### src/design/wsfd_pkg.sv
// ----------------------------------------------------------------------------
// wsfd_pkg
// Types and constants of the WebSocket frame deframer.
// ----------------------------------------------------------------------------
package wsfd_pkg;

  // Result kinds (m_axis_tuser)
  localparam logic [1:0] KIND_START    = 2'd0;
  localparam logic [1:0] KIND_PAYLOAD  = 2'd1;
  localparam logic [1:0] KIND_ERR_127  = 2'd2;
  localparam logic [1:0] KIND_ERR_LONG = 2'd3;

  // Reset value of the maximum payload length register
  localparam logic [15:0] MAX_LEN_RESET = 16'd1024;

  // Width of the packed result tdata (46 field bits, padded to bytes)
  localparam int unsigned RES_DATA_W = 48;

  // One result item
  typedef struct packed {
    logic [1:0]  kind;
    logic [3:0]  opcode;
    logic        final_fragment;
    logic        was_masked;
    logic [15:0] payload_length;
    logic [15:0] byte_index;
    logic [7:0]  data_byte;
    logic        last;
  } res_t;

endpackage

### src/design/wsfd_parser.sv
// ----------------------------------------------------------------------------
// wsfd_parser
// Header phase tracking, length check, key capture and payload unmasking.
// One accepted byte updates the state and yields at most one result.
// ----------------------------------------------------------------------------
module wsfd_parser (
  input  logic               clk,
  input  logic               rst,
  input  logic               cfg_wr_en,
  input  logic [15:0]        cfg_wr_data,
  input  logic               in_fire,
  input  logic [7:0]         rx_byte,
  output logic               res_valid,
  output wsfd_pkg::res_t     res
);

  // Parse phases
  localparam logic [3:0] PH_HDR0  = 4'd0;
  localparam logic [3:0] PH_HDR1  = 4'd1;
  localparam logic [3:0] PH_EXTHI = 4'd2;
  localparam logic [3:0] PH_EXTLO = 4'd3;
  localparam logic [3:0] PH_KEY0  = 4'd4;
  localparam logic [3:0] PH_KEY1  = 4'd5;
  localparam logic [3:0] PH_KEY2  = 4'd6;
  localparam logic [3:0] PH_KEY3  = 4'd7;
  localparam logic [3:0] PH_DATA  = 4'd8;

  localparam logic [6:0] CODE_EXT16 = 7'd126;
  localparam logic [6:0] CODE_EXT64 = 7'd127;

  logic [15:0] max_len;
  logic [3:0]  phase, phase_next;
  logic [3:0]  opcode, opcode_next;
  logic        final_bit, final_bit_next;
  logic        masked, masked_next;
  logic [15:0] frame_len, frame_len_next;
  logic [15:0] count, count_next;
  logic [31:0] key, key_next;

  logic [15:0] len_cand;
  logic        len_done;
  logic        too_long;
  logic [16:0] count_inc;
  logic        data_last;
  logic [7:0]  key_byte;

  // Config register
  always_ff @(posedge clk) begin
    if (rst) begin
      max_len <= wsfd_pkg::MAX_LEN_RESET;
    end else if (cfg_wr_en) begin
      max_len <= cfg_wr_data;
    end
  end

  // Decoded length: 7-bit code or completed extended length
  assign len_cand  = (phase == PH_EXTLO) ? {frame_len[15:8], rx_byte}
                                         : {9'd0, rx_byte[6:0]};
  assign too_long  = len_cand > max_len;
  assign count_inc = {1'b0, count} + 17'd1;
  assign data_last = count_inc >= {1'b0, frame_len};
  assign key_byte  = key[{count[1:0], 3'b000} +: 8];

  // Next state and result
  always_comb begin
    phase_next     = phase;
    opcode_next    = opcode;
    final_bit_next = final_bit;
    masked_next    = masked;
    frame_len_next = frame_len;
    count_next     = count;
    key_next       = key;
    len_done       = 1'b0;
    res_valid      = 1'b0;
    res.kind           = wsfd_pkg::KIND_START;
    res.payload_length = 16'd0;
    res.byte_index     = 16'd0;
    res.data_byte      = 8'd0;
    res.last           = 1'b0;

    case (phase)
      PH_HDR1: begin
        masked_next = rx_byte[7];
        if (!rx_byte[7]) begin
          key_next = 32'd0;
        end
        if (rx_byte[6:0] == CODE_EXT64) begin
          phase_next = PH_HDR0;
          res_valid  = 1'b1;
          res.kind   = wsfd_pkg::KIND_ERR_127;
          res.last   = 1'b1;
        end else if (rx_byte[6:0] == CODE_EXT16) begin
          phase_next = PH_EXTHI;
        end else begin
          len_done = 1'b1;
        end
      end
      PH_EXTHI: begin
        frame_len_next = {rx_byte, 8'd0};
        phase_next     = PH_EXTLO;
      end
      PH_EXTLO: begin
        len_done = 1'b1;
      end
      PH_KEY0, PH_KEY1, PH_KEY2, PH_KEY3: begin
        key_next[{phase[1:0], 3'b000} +: 8] = rx_byte;
        if (phase != PH_KEY3) begin
          phase_next = phase + 4'd1;
        end else begin
          count_next         = 16'd0;
          phase_next         = (frame_len == 16'd0) ? PH_HDR0 : PH_DATA;
          res_valid          = 1'b1;
          res.kind           = wsfd_pkg::KIND_START;
          res.payload_length = frame_len;
          res.last           = frame_len == 16'd0;
        end
      end
      PH_DATA: begin
        count_next         = count_inc[15:0];
        if (data_last) begin
          phase_next = PH_HDR0;
        end
        res_valid          = 1'b1;
        res.kind           = wsfd_pkg::KIND_PAYLOAD;
        res.payload_length = frame_len;
        res.byte_index     = count;
        res.data_byte      = masked ? (rx_byte ^ key_byte) : rx_byte;
        res.last           = data_last;
      end
      default: begin
        opcode_next    = rx_byte[3:0];
        final_bit_next = rx_byte[7];
        phase_next     = PH_HDR1;
      end
    endcase

    // Length known: range check, then key, payload or next header
    if (len_done) begin
      frame_len_next = len_cand;
      if (too_long) begin
        phase_next         = PH_HDR0;
        res_valid          = 1'b1;
        res.kind           = wsfd_pkg::KIND_ERR_LONG;
        res.payload_length = len_cand;
        res.last           = 1'b1;
      end else if (masked_next) begin
        phase_next = PH_KEY0;
      end else begin
        count_next         = 16'd0;
        phase_next         = (len_cand == 16'd0) ? PH_HDR0 : PH_DATA;
        res_valid          = 1'b1;
        res.kind           = wsfd_pkg::KIND_START;
        res.payload_length = len_cand;
        res.last           = len_cand == 16'd0;
      end
    end

    res.opcode         = opcode;
    res.final_fragment = final_bit;
    res.was_masked     = masked_next;
  end

  // Frame state
  always_ff @(posedge clk) begin
    if (rst) begin
      phase     <= PH_HDR0;
      opcode    <= 4'd0;
      final_bit <= 1'b0;
      masked    <= 1'b0;
      frame_len <= 16'd0;
      count     <= 16'd0;
      key       <= 32'd0;
    end else if (in_fire) begin
      phase     <= phase_next;
      opcode    <= opcode_next;
      final_bit <= final_bit_next;
      masked    <= masked_next;
      frame_len <= frame_len_next;
      count     <= count_next;
      key       <= key_next;
    end
  end

endmodule

### src/design/wsfd_out_reg.sv
// ----------------------------------------------------------------------------
// wsfd_out_reg
// Result register toward the master stream; packs the result fields.
// ----------------------------------------------------------------------------
module wsfd_out_reg (
  input  logic                              clk,
  input  logic                              rst,
  input  logic                              load,
  input  wsfd_pkg::res_t                    res,
  output logic                              free,
  output logic                              m_axis_tvalid,
  input  logic                              m_axis_tready,
  output logic [wsfd_pkg::RES_DATA_W-1:0]   m_axis_tdata,
  output logic                              m_axis_tlast,
  output logic [1:0]                        m_axis_tuser
);

  wsfd_pkg::res_t held;

  // Slot can take a new request when empty or being drained this cycle
  assign free = !m_axis_tvalid || m_axis_tready;

  // Valid flag
  always_ff @(posedge clk) begin
    if (rst) begin
      m_axis_tvalid <= 1'b0;
    end else if (free) begin
      m_axis_tvalid <= load;
    end
  end

  // Payload
  always_ff @(posedge clk) begin
    if (free && load) begin
      held <= res;
    end
  end

  assign m_axis_tdata = {2'b00, held.data_byte, held.byte_index, held.payload_length,
                         held.was_masked, held.final_fragment, held.opcode};
  assign m_axis_tlast = held.last;
  assign m_axis_tuser = held.kind;

endmodule

### src/design/websocket_frame_deframer.sv
// A result appears on m_axis in the cycle after the byte that causes it.
// Throughput: one byte per cycle; s_axis_tready is high while the result
//   register is empty or being drained (a single output register sets this).
// Reset (rst, synchronous): parser waits for a first header byte, frame state
//   and masking key clear, max_payload_length returns to 1024, no result held.
// ----------------------------------------------------------------------------
// websocket_frame_deframer
// Receive-side WebSocket frame parser with payload unmasking.
// ----------------------------------------------------------------------------
module websocket_frame_deframer (
  input  logic                             clk,
  input  logic                             rst,
  input  logic                             cfg_wr_en,
  input  logic [15:0]                      cfg_wr_data,   // max_payload_length
  input  logic                             s_axis_tvalid,
  output logic                             s_axis_tready,
  input  logic [7:0]                       s_axis_tdata,  // rx_byte
  output logic                             m_axis_tvalid,
  input  logic                             m_axis_tready,
  // opcode[3:0], final_fragment[4], was_masked[5], payload_length[21:6],
  // byte_index[37:22], data_byte[45:38], zero pad[47:46]
  output logic [wsfd_pkg::RES_DATA_W-1:0]  m_axis_tdata,
  output logic                             m_axis_tlast,  // last
  output logic [1:0]                       m_axis_tuser   // kind
);

  logic           in_fire;
  logic           res_valid;
  logic           out_free;
  wsfd_pkg::res_t res;

  assign s_axis_tready = out_free;
  assign in_fire       = s_axis_tvalid && s_axis_tready;

  wsfd_parser u_parser (
    .clk         (clk),
    .rst         (rst),
    .cfg_wr_en   (cfg_wr_en),
    .cfg_wr_data (cfg_wr_data),
    .in_fire     (in_fire),
    .rx_byte     (s_axis_tdata),
    .res_valid   (res_valid),
    .res         (res)
  );

  wsfd_out_reg u_out (
    .clk           (clk),
    .rst           (rst),
    .load          (in_fire && res_valid),
    .res           (res),
    .free          (out_free),
    .m_axis_tvalid (m_axis_tvalid),
    .m_axis_tready (m_axis_tready),
    .m_axis_tdata  (m_axis_tdata),
    .m_axis_tlast  (m_axis_tlast),
    .m_axis_tuser  (m_axis_tuser)
  );

endmodule

### config.mk
export PLATFORM = sky130hd
export DESIGN_NAME = websocket_frame_deframer
export DESIGN_NICKNAME = d
export VERILOG_FILES = /design/src/design/wsfd_pkg.sv /design/src/design/wsfd_parser.sv /design/src/design/wsfd_out_reg.sv /design/src/design/websocket_frame_deframer.sv
export SDC_FILE = /design/constraint.sdc
export NUM_CORES = 1
export LEC_CHECK = 0
export BUFFER_PORTS_ARGS = -buffer_cell sky130_fd_sc_hd__buf_2
export CELL_PAD_IN_SITES_DETAIL_PLACEMENT = 1
export CELL_PAD_IN_SITES_GLOBAL_PLACEMENT = 1
export CORE_MARGIN = 5
export CORE_UTILIZATION = 35
export DETAILED_ROUTE_END_ITERATION = 8
export HOLD_SLACK_MARGIN = 0.06
export PLACE_DENSITY_LB_ADDON = 0.1
export RECOVER_POWER = 100
export SLEW_MARGIN = 20
export SYNTH_ARGS = -nofsm -noshare
export SYNTH_HDL_FRONTEND = slang
export SYNTH_SLANG_ARGS = --single-unit
export TNS_END_PERCENT = 100
### constraint.sdc
create_clock -name clk -period 6.15 [get_ports clk]
set_input_delay 0.3075 -clock clk [delete_from_list [all_inputs] [get_ports clk]]
set_output_delay 0.3075 -clock clk [all_outputs]
set_load 0.05 [all_outputs]
# Word-level counts from Yosys, hierarchy flattened
# Index checks and enable logic that the tools add are counted.
[word_totals]
register_bits = 140
latchBits = 0
ramBits = 0
mem_bits_ro = 0
input_bits = 29
output_inout_bits = 53
mem_count = 0
[op_classes]
n_addsub = 3
multipliers = 0
div = 0
n_lt_le_gt_ge = 2
n_eq_ne = 15
shifts = 3
mux = 47
n_bitwise = 2
reduce_logical = 15
[ops]
columns = ["cell", "count"]
rows = [
  ["two-way mux 16 bit", 11],
  ["case mux 16 bit (2 select lines)", 2],
  ["case mux 32 bit (2 select lines)", 1],
  ["two-way mux 4 bit", 9],
  ["bitwise mux 32 bit", 1],
  ["zero test 16 bit", 2],
  ["two-way mux 32 bit", 1],
  ["variable shift 8 x 7 -> 32 bit, first input constant", 1],
  ["variable part select 32 x 6 -> 8 bit", 1],
  ["variable part select 8 x 7 -> 32 bit", 1],
  ["case mux 4 bit (5 select lines)", 1],
  ["adder 16 x 1 -> 17 bit, second input constant", 1],
  ["greater-or-equal comparator 17 x 16 -> 1 bit", 1],
  ["equality test 4 x 3 -> 1 bit, second input constant", 4],
  ["greater-than comparator 16 bit", 1],
  ["equality test 7 bit, second input constant", 2],
  ["two-way mux 1 bit", 12],
  ["equality test 4 x 2 -> 1 bit, second input constant", 2],
  ["two-way mux 2 bit", 4],
  ["two-way mux 8 bit", 1],
  ["OR reduction 8 bit", 1],
  ["XOR 8 bit", 1],
  ["negator 5 -> 7 bit", 1],
  ["case mux 1 bit (3 select lines)", 2],
  ["19 further kinds", 23],
]

# Depth between registers and ports, before layout
[depth]
depth_word = 8
mapped_depth = 13

# Hierarchy
# A second synthesis with hierarchy kept.
[hier_totals]
hier_cells = 763
area_unflattened_um2 = 7254.5
[by_module_without_submodules]
columns = ["mod", "n_inst", "cells_each", "area_per_inst_um2", "seq_area_each_um2"]
rows = [
  ["wsfd_parser", 1, 704, 5696.7, 1801.7],
  ["wsfd_out_reg", 1, 57, 1545.2, 1491.4],
  ["websocket_frame_deframer", 1, 2, 12.5, 0.0],
]

# Worst setup path after synthesis
# Ideal clock, no wire load.
[synth_path]
path_kind = "reg2reg"
start = "register u_parser.phase[0]"
end = "register u_out.held, in the netlist u_out.m_axis_tdata[0], enable pin"
setup_ns = 0.485
arrival_time_ns = 5.165
required_ns = 5.665
path_slack_ns = 0.500
path_stages_with_launch = 13
path_cell_list = "dfxtp_1 ha_1 clkbuf_1 nand2_1 clkbuf_1 nor2_1 ha_1 nand4_1 nor4_2 a21boi_1 nand3b_1 nand2_1 a31oi_1"
[synth_between]
elab_chain_len = 8
elab_cells_between_ends = 20
cone_classes = "order compare: 1; eq/ne: 8; mux: 8; reduce/logical: 3"
[synth_rtl]
columns = ["element", "line_no", "rtl"]
rows = [
  ["start: declaration", "wsfd_parser.sv:32", "logic [3:0] phase, phase_next;"],
  ["start signal: assignment", "wsfd_parser.sv:174", "phase <= phase_next;"],
  ["branches (longest 5 deep; another with greater-than comparator 16 bit)", "n/a", ""],
  ["two-way mux 1 bit *", "wsfd_parser.sv:138", "if (len_done) begin"],
  ["logical AND 1 bit *", "websocket_frame_deframer.sv:49", ".load (in_fire && res_valid),"],
  ["logical AND 1 bit *", "wsfd_out_reg.sv:34", "if (free && load) begin"],
  ["end signal: assignment", "wsfd_out_reg.sv:35", "held <= res;"],
  ["end: declaration", "wsfd_out_reg.sv:18", "wsfd_pkg::res_t held;"],
]
# Mark *: on every way between the ends.
# A chain may end at the register's enable or synchronous reset.

# Worst setup path after layout
[layout_path]
start = "register u_parser.phase[0]"
end = "register u_out.held, in the netlist u_out.m_axis_tdata[12], enable pin"
# Same word-level chain as after synthesis.

==> impl_metrics.yaml <==
setup_path:
  r2r_setup_slack_ns: 1.37
  cp-end-kind: "register"
  start_kind: "register"
  reg2reg_to: "u_out.m_axis_tdata[12]"
  crit_arrival_ns: 4.84
  critPathMaxFanout: 25
  required_ns: 6.20
  critical_path_class: "register to register"
  worst-r2r-cell-count: 11
  r2r-start: "u_parser.phase[0]"
synth:
  async_flop_share_pct: 0
  synth_top_family_by_area: "simple AND/OR/NAND/NOR gates"
  yosys.area_share.xor_xnor_pct: 2.52
  syn_area_um2: 7280
  synth-simple-area-share_pct: 18.5
  synth_adder_area_share_pct: 6.87
  ys_top_cells_by_area: "dfxtp_1, edfxtp_1, ha_1"
  avgSynthCellArea_um2: 9.52
  synth_flop_cell: "dfxtp_1"
  ys_types: 69
  yosysWarnings: 0
  synth_seq_cells: 140
  synth_edf_count: 49
  yosys.area.top_type: "dfxtp_1"
  synth_compound_area_share_pct: 15.1
  synthMuxAreaShare_pct: 6.23
  ys_seq_area_share_pct: 45.2
  synth_top_cell_area_share_pct: 25.0
  syn_inst: 765
place:
  routabilityCongestion: 0.827
  io_buffers: 79
  place_ws_ns: 1.66
  dpl.hpwl_mm: 15.8
  placed_cell_area_um2: 7820
routing:
  antenna_left: 0
  drt_iter0_markers: 343
  dr_total_vias: 5930
  drt_wl_total_mm: 22.4
  drc: 0
  drt_pass1_iterations: 6
  viasPerCell: 5.40
  avgRoutedWirePerCell_um: 20.4
sta:
  finClkSkew_ns: 0.00746
  finalMaxSlewViolations: 154
  finalWorstSetupSlack_ns: 1.37
  fmax_ghz: 0.209
  rsz0062_at_grt: "false"
  period_needed_ns: 4.78
  hold_viol: 0
  finalCritPeriodShare_pct: 77.8
  setup_viol_count_final: 0
  tightestPinTransition_ns: 2.54
  fin_setup_tns_ns: 0
  slew_headroom_pct: -69.1
clock_network:
  cts_tree: "built"
  cts_buffers: 17
  cts-resized-gates: 0
  cts-htree-levels: 4
  cts_root_buffer: "clkbuf_16"
  cts_hold_buf: 0
  path_clk_slew_ns: 0.06
  post-cts-setup-buffers: 0
  clockBufferDepth: 2
  clock-sinks: 140
  clk-insertion-delay-late_ns: 0.43
global_route:
  grt_pass1_wl_mm: 35.6
  grt_pass1_vias: 6296
  grt_max_degree: 52
  antenna_found_initial: 0
  grt.total_usage_pct: 18.9
  grt_remaining_overflow: 0
pwr:
  finalPower_mw: 2.94
  leakage_nw: 3.02
  power_density_nw_per_um2: 353
  ir_drop_v: 0.000200
outcome:
  violations: "max-capacitance violations, max-slew violations"
  outcome: "complete, but fails checks"
die:
  core_um2: 20400
  die_h_um: 154
  initial_core_util_pct: 35.8
  rows: 52
  io_pins: 82
  dieArea_um2: 23800
  die_w_um: 154
final_layout:
  num_antenna_cells: 0
  design.final.nets: 884
  drive_above_1_share_pct: 9.54
  n_fill_cell: 2384
  final_area_um2: 8330
  finish.utilization_pct: 40.9
  syn2layout_area_growth_pct: 14.3
worst_hold_path:
  min_path_cells: 3
  hp-class: "input port to register"
  hold_start: "cfg_wr_data[10]"
  hold_end: "u_parser.max_len[10]"
job:
  maxCapViolCount: 5
[cells in the final DEF (no fill, tap or decap), types with 10 or more instances in the layout]
cell	count
inv_1	39
mux2i_1	24
nand3_1	26
ha_1	40
o21ai_0	31
nand2_1	45
nor2_1	94
a21oi_1	49
and2_0	10
dfxtp_1	91
a22oi_1	40
edfxtp_1	49
clkbuf_1	57
buf_2	26
xor2_1	14
nor3_1	27
clkbuf_16	19
[routing by layer]
metal,part of all wire [%],up-vias,track usage (%)
li1,-,2852,-
met1,46,2925,24.4
met2,49,119,31.5
met5,0,-,0
met3,3.3,34,3.63
met4,2.4,0,6.98
[per-stage QoR]
step | std cells | hold WS (ns)
finish | 1098 | 0.119
global route | 1098 | 0.114
CTS | 1098 | 0.0989
detailed placement | 1066 | 0.417
global placement | 1066 | 0.412
floorplan | 766 | 0.408
[critical path: stages, from the launching register on]
cell,delay (ns)
dfxtp_1,0.48
ha_1,0.37
nand2_1,0.32
nor2_1,0.20
ha_1,0.18
nand4_1,0.19
nor4_1,0.55
a21boi_0,0.28
nand3b_1,0.18
nand2_1,0.16
a31oi_4,0.78
clkbuf_2,0.70
[how the worst max path moves through the flow]
stage                 startpoint                      to  depth (start not counted)
2_1_floorplan  u_parser.phase[0]   u_out.m_axis_tdata[0]                         12
3_3_place_gp   u_parser.phase[0]   u_out.m_axis_tdata[6]                         11
3_5_place_dp   u_parser.phase[0]  u_out.m_axis_tdata[23]                         11
4_1_cts        u_parser.phase[0]  u_out.m_axis_tdata[23]                         11
5_1_grt        u_parser.phase[0]  u_out.m_axis_tdata[12]                         11
6_report       u_parser.phase[0]  u_out.m_axis_tdata[12]                         11
[power by group]
part	internal (mW)	switching, mW	leakage (nW)
Combinational	0.173	0.544	1.50
Clock	0.703	0.412	0.317
Sequential	1.06	0.0503	1.20
Total	1.94	1.01	3.02
[Yosys cell counts, drive strengths merged (3+ instances only)]
cell and instances:
a211oi 6, inv 39, xor2 14, mux4 8, and2 19, nand3 26
and3 3, xnor2 7, a21oi 49, a31oi 3, o211ai 3, a22o 7
buf 21, edfxtp 49, nor3b 3, a21boi 3, or4 3, a21o 5
ha 40, nand4 9, a22oi 40, dfxtp 91, nor2b 3, mux2 3
nor4 10, o21ai 32, nand3b 5, nand2b 6, nor3 27, or2 3
clkbuf 33, and4 4, nor2 95, mux2i 24, o31ai 3, nand2 45
[final cells by class]
cell class	count	area (um^2)	share of cell area, %
Multi-Input combinational cell	533	3550	42.7
Sequential cell	140	3290	39.5
Clock buffer	25	548	6.58
Timing Repair Buffer	84	353	4.24
Tap cell	270	338	4.06
Inverter	39	146	1.76
Clock inverter	7	96.3	1.16
[sequential cells by signal, indices dropped and copies added, names as in the netlist]
name / cells
u_out.m_axis_tdata: 46
u_parser.key: 32
u_parser.count: 16
u_parser.frame_len: 16
u_parser.max_len: 16
u_parser.opcode: 4
u_parser.phase: 4
u_out.m_axis_tuser: 2
u_out.m_axis_tlast: 1
u_out.m_axis_tvalid: 1
u_parser.final_bit: 1
u_parser.masked: 1
[cells by family (layout without fill, tap and decap cells)]
logic type	Yosys count	count (layout)
other	1	2
XOR/XNOR	21	21
flip-flops	140	140
AND/OR/NAND/NOR	267	267
buffers and inverters	93	155
adder cells (fa/ha/maj)	40	40
multiplexers	35	35
AO/OA/AOI/OAI	168	168
No activity file was read; power rests on OpenSTA's default activity.
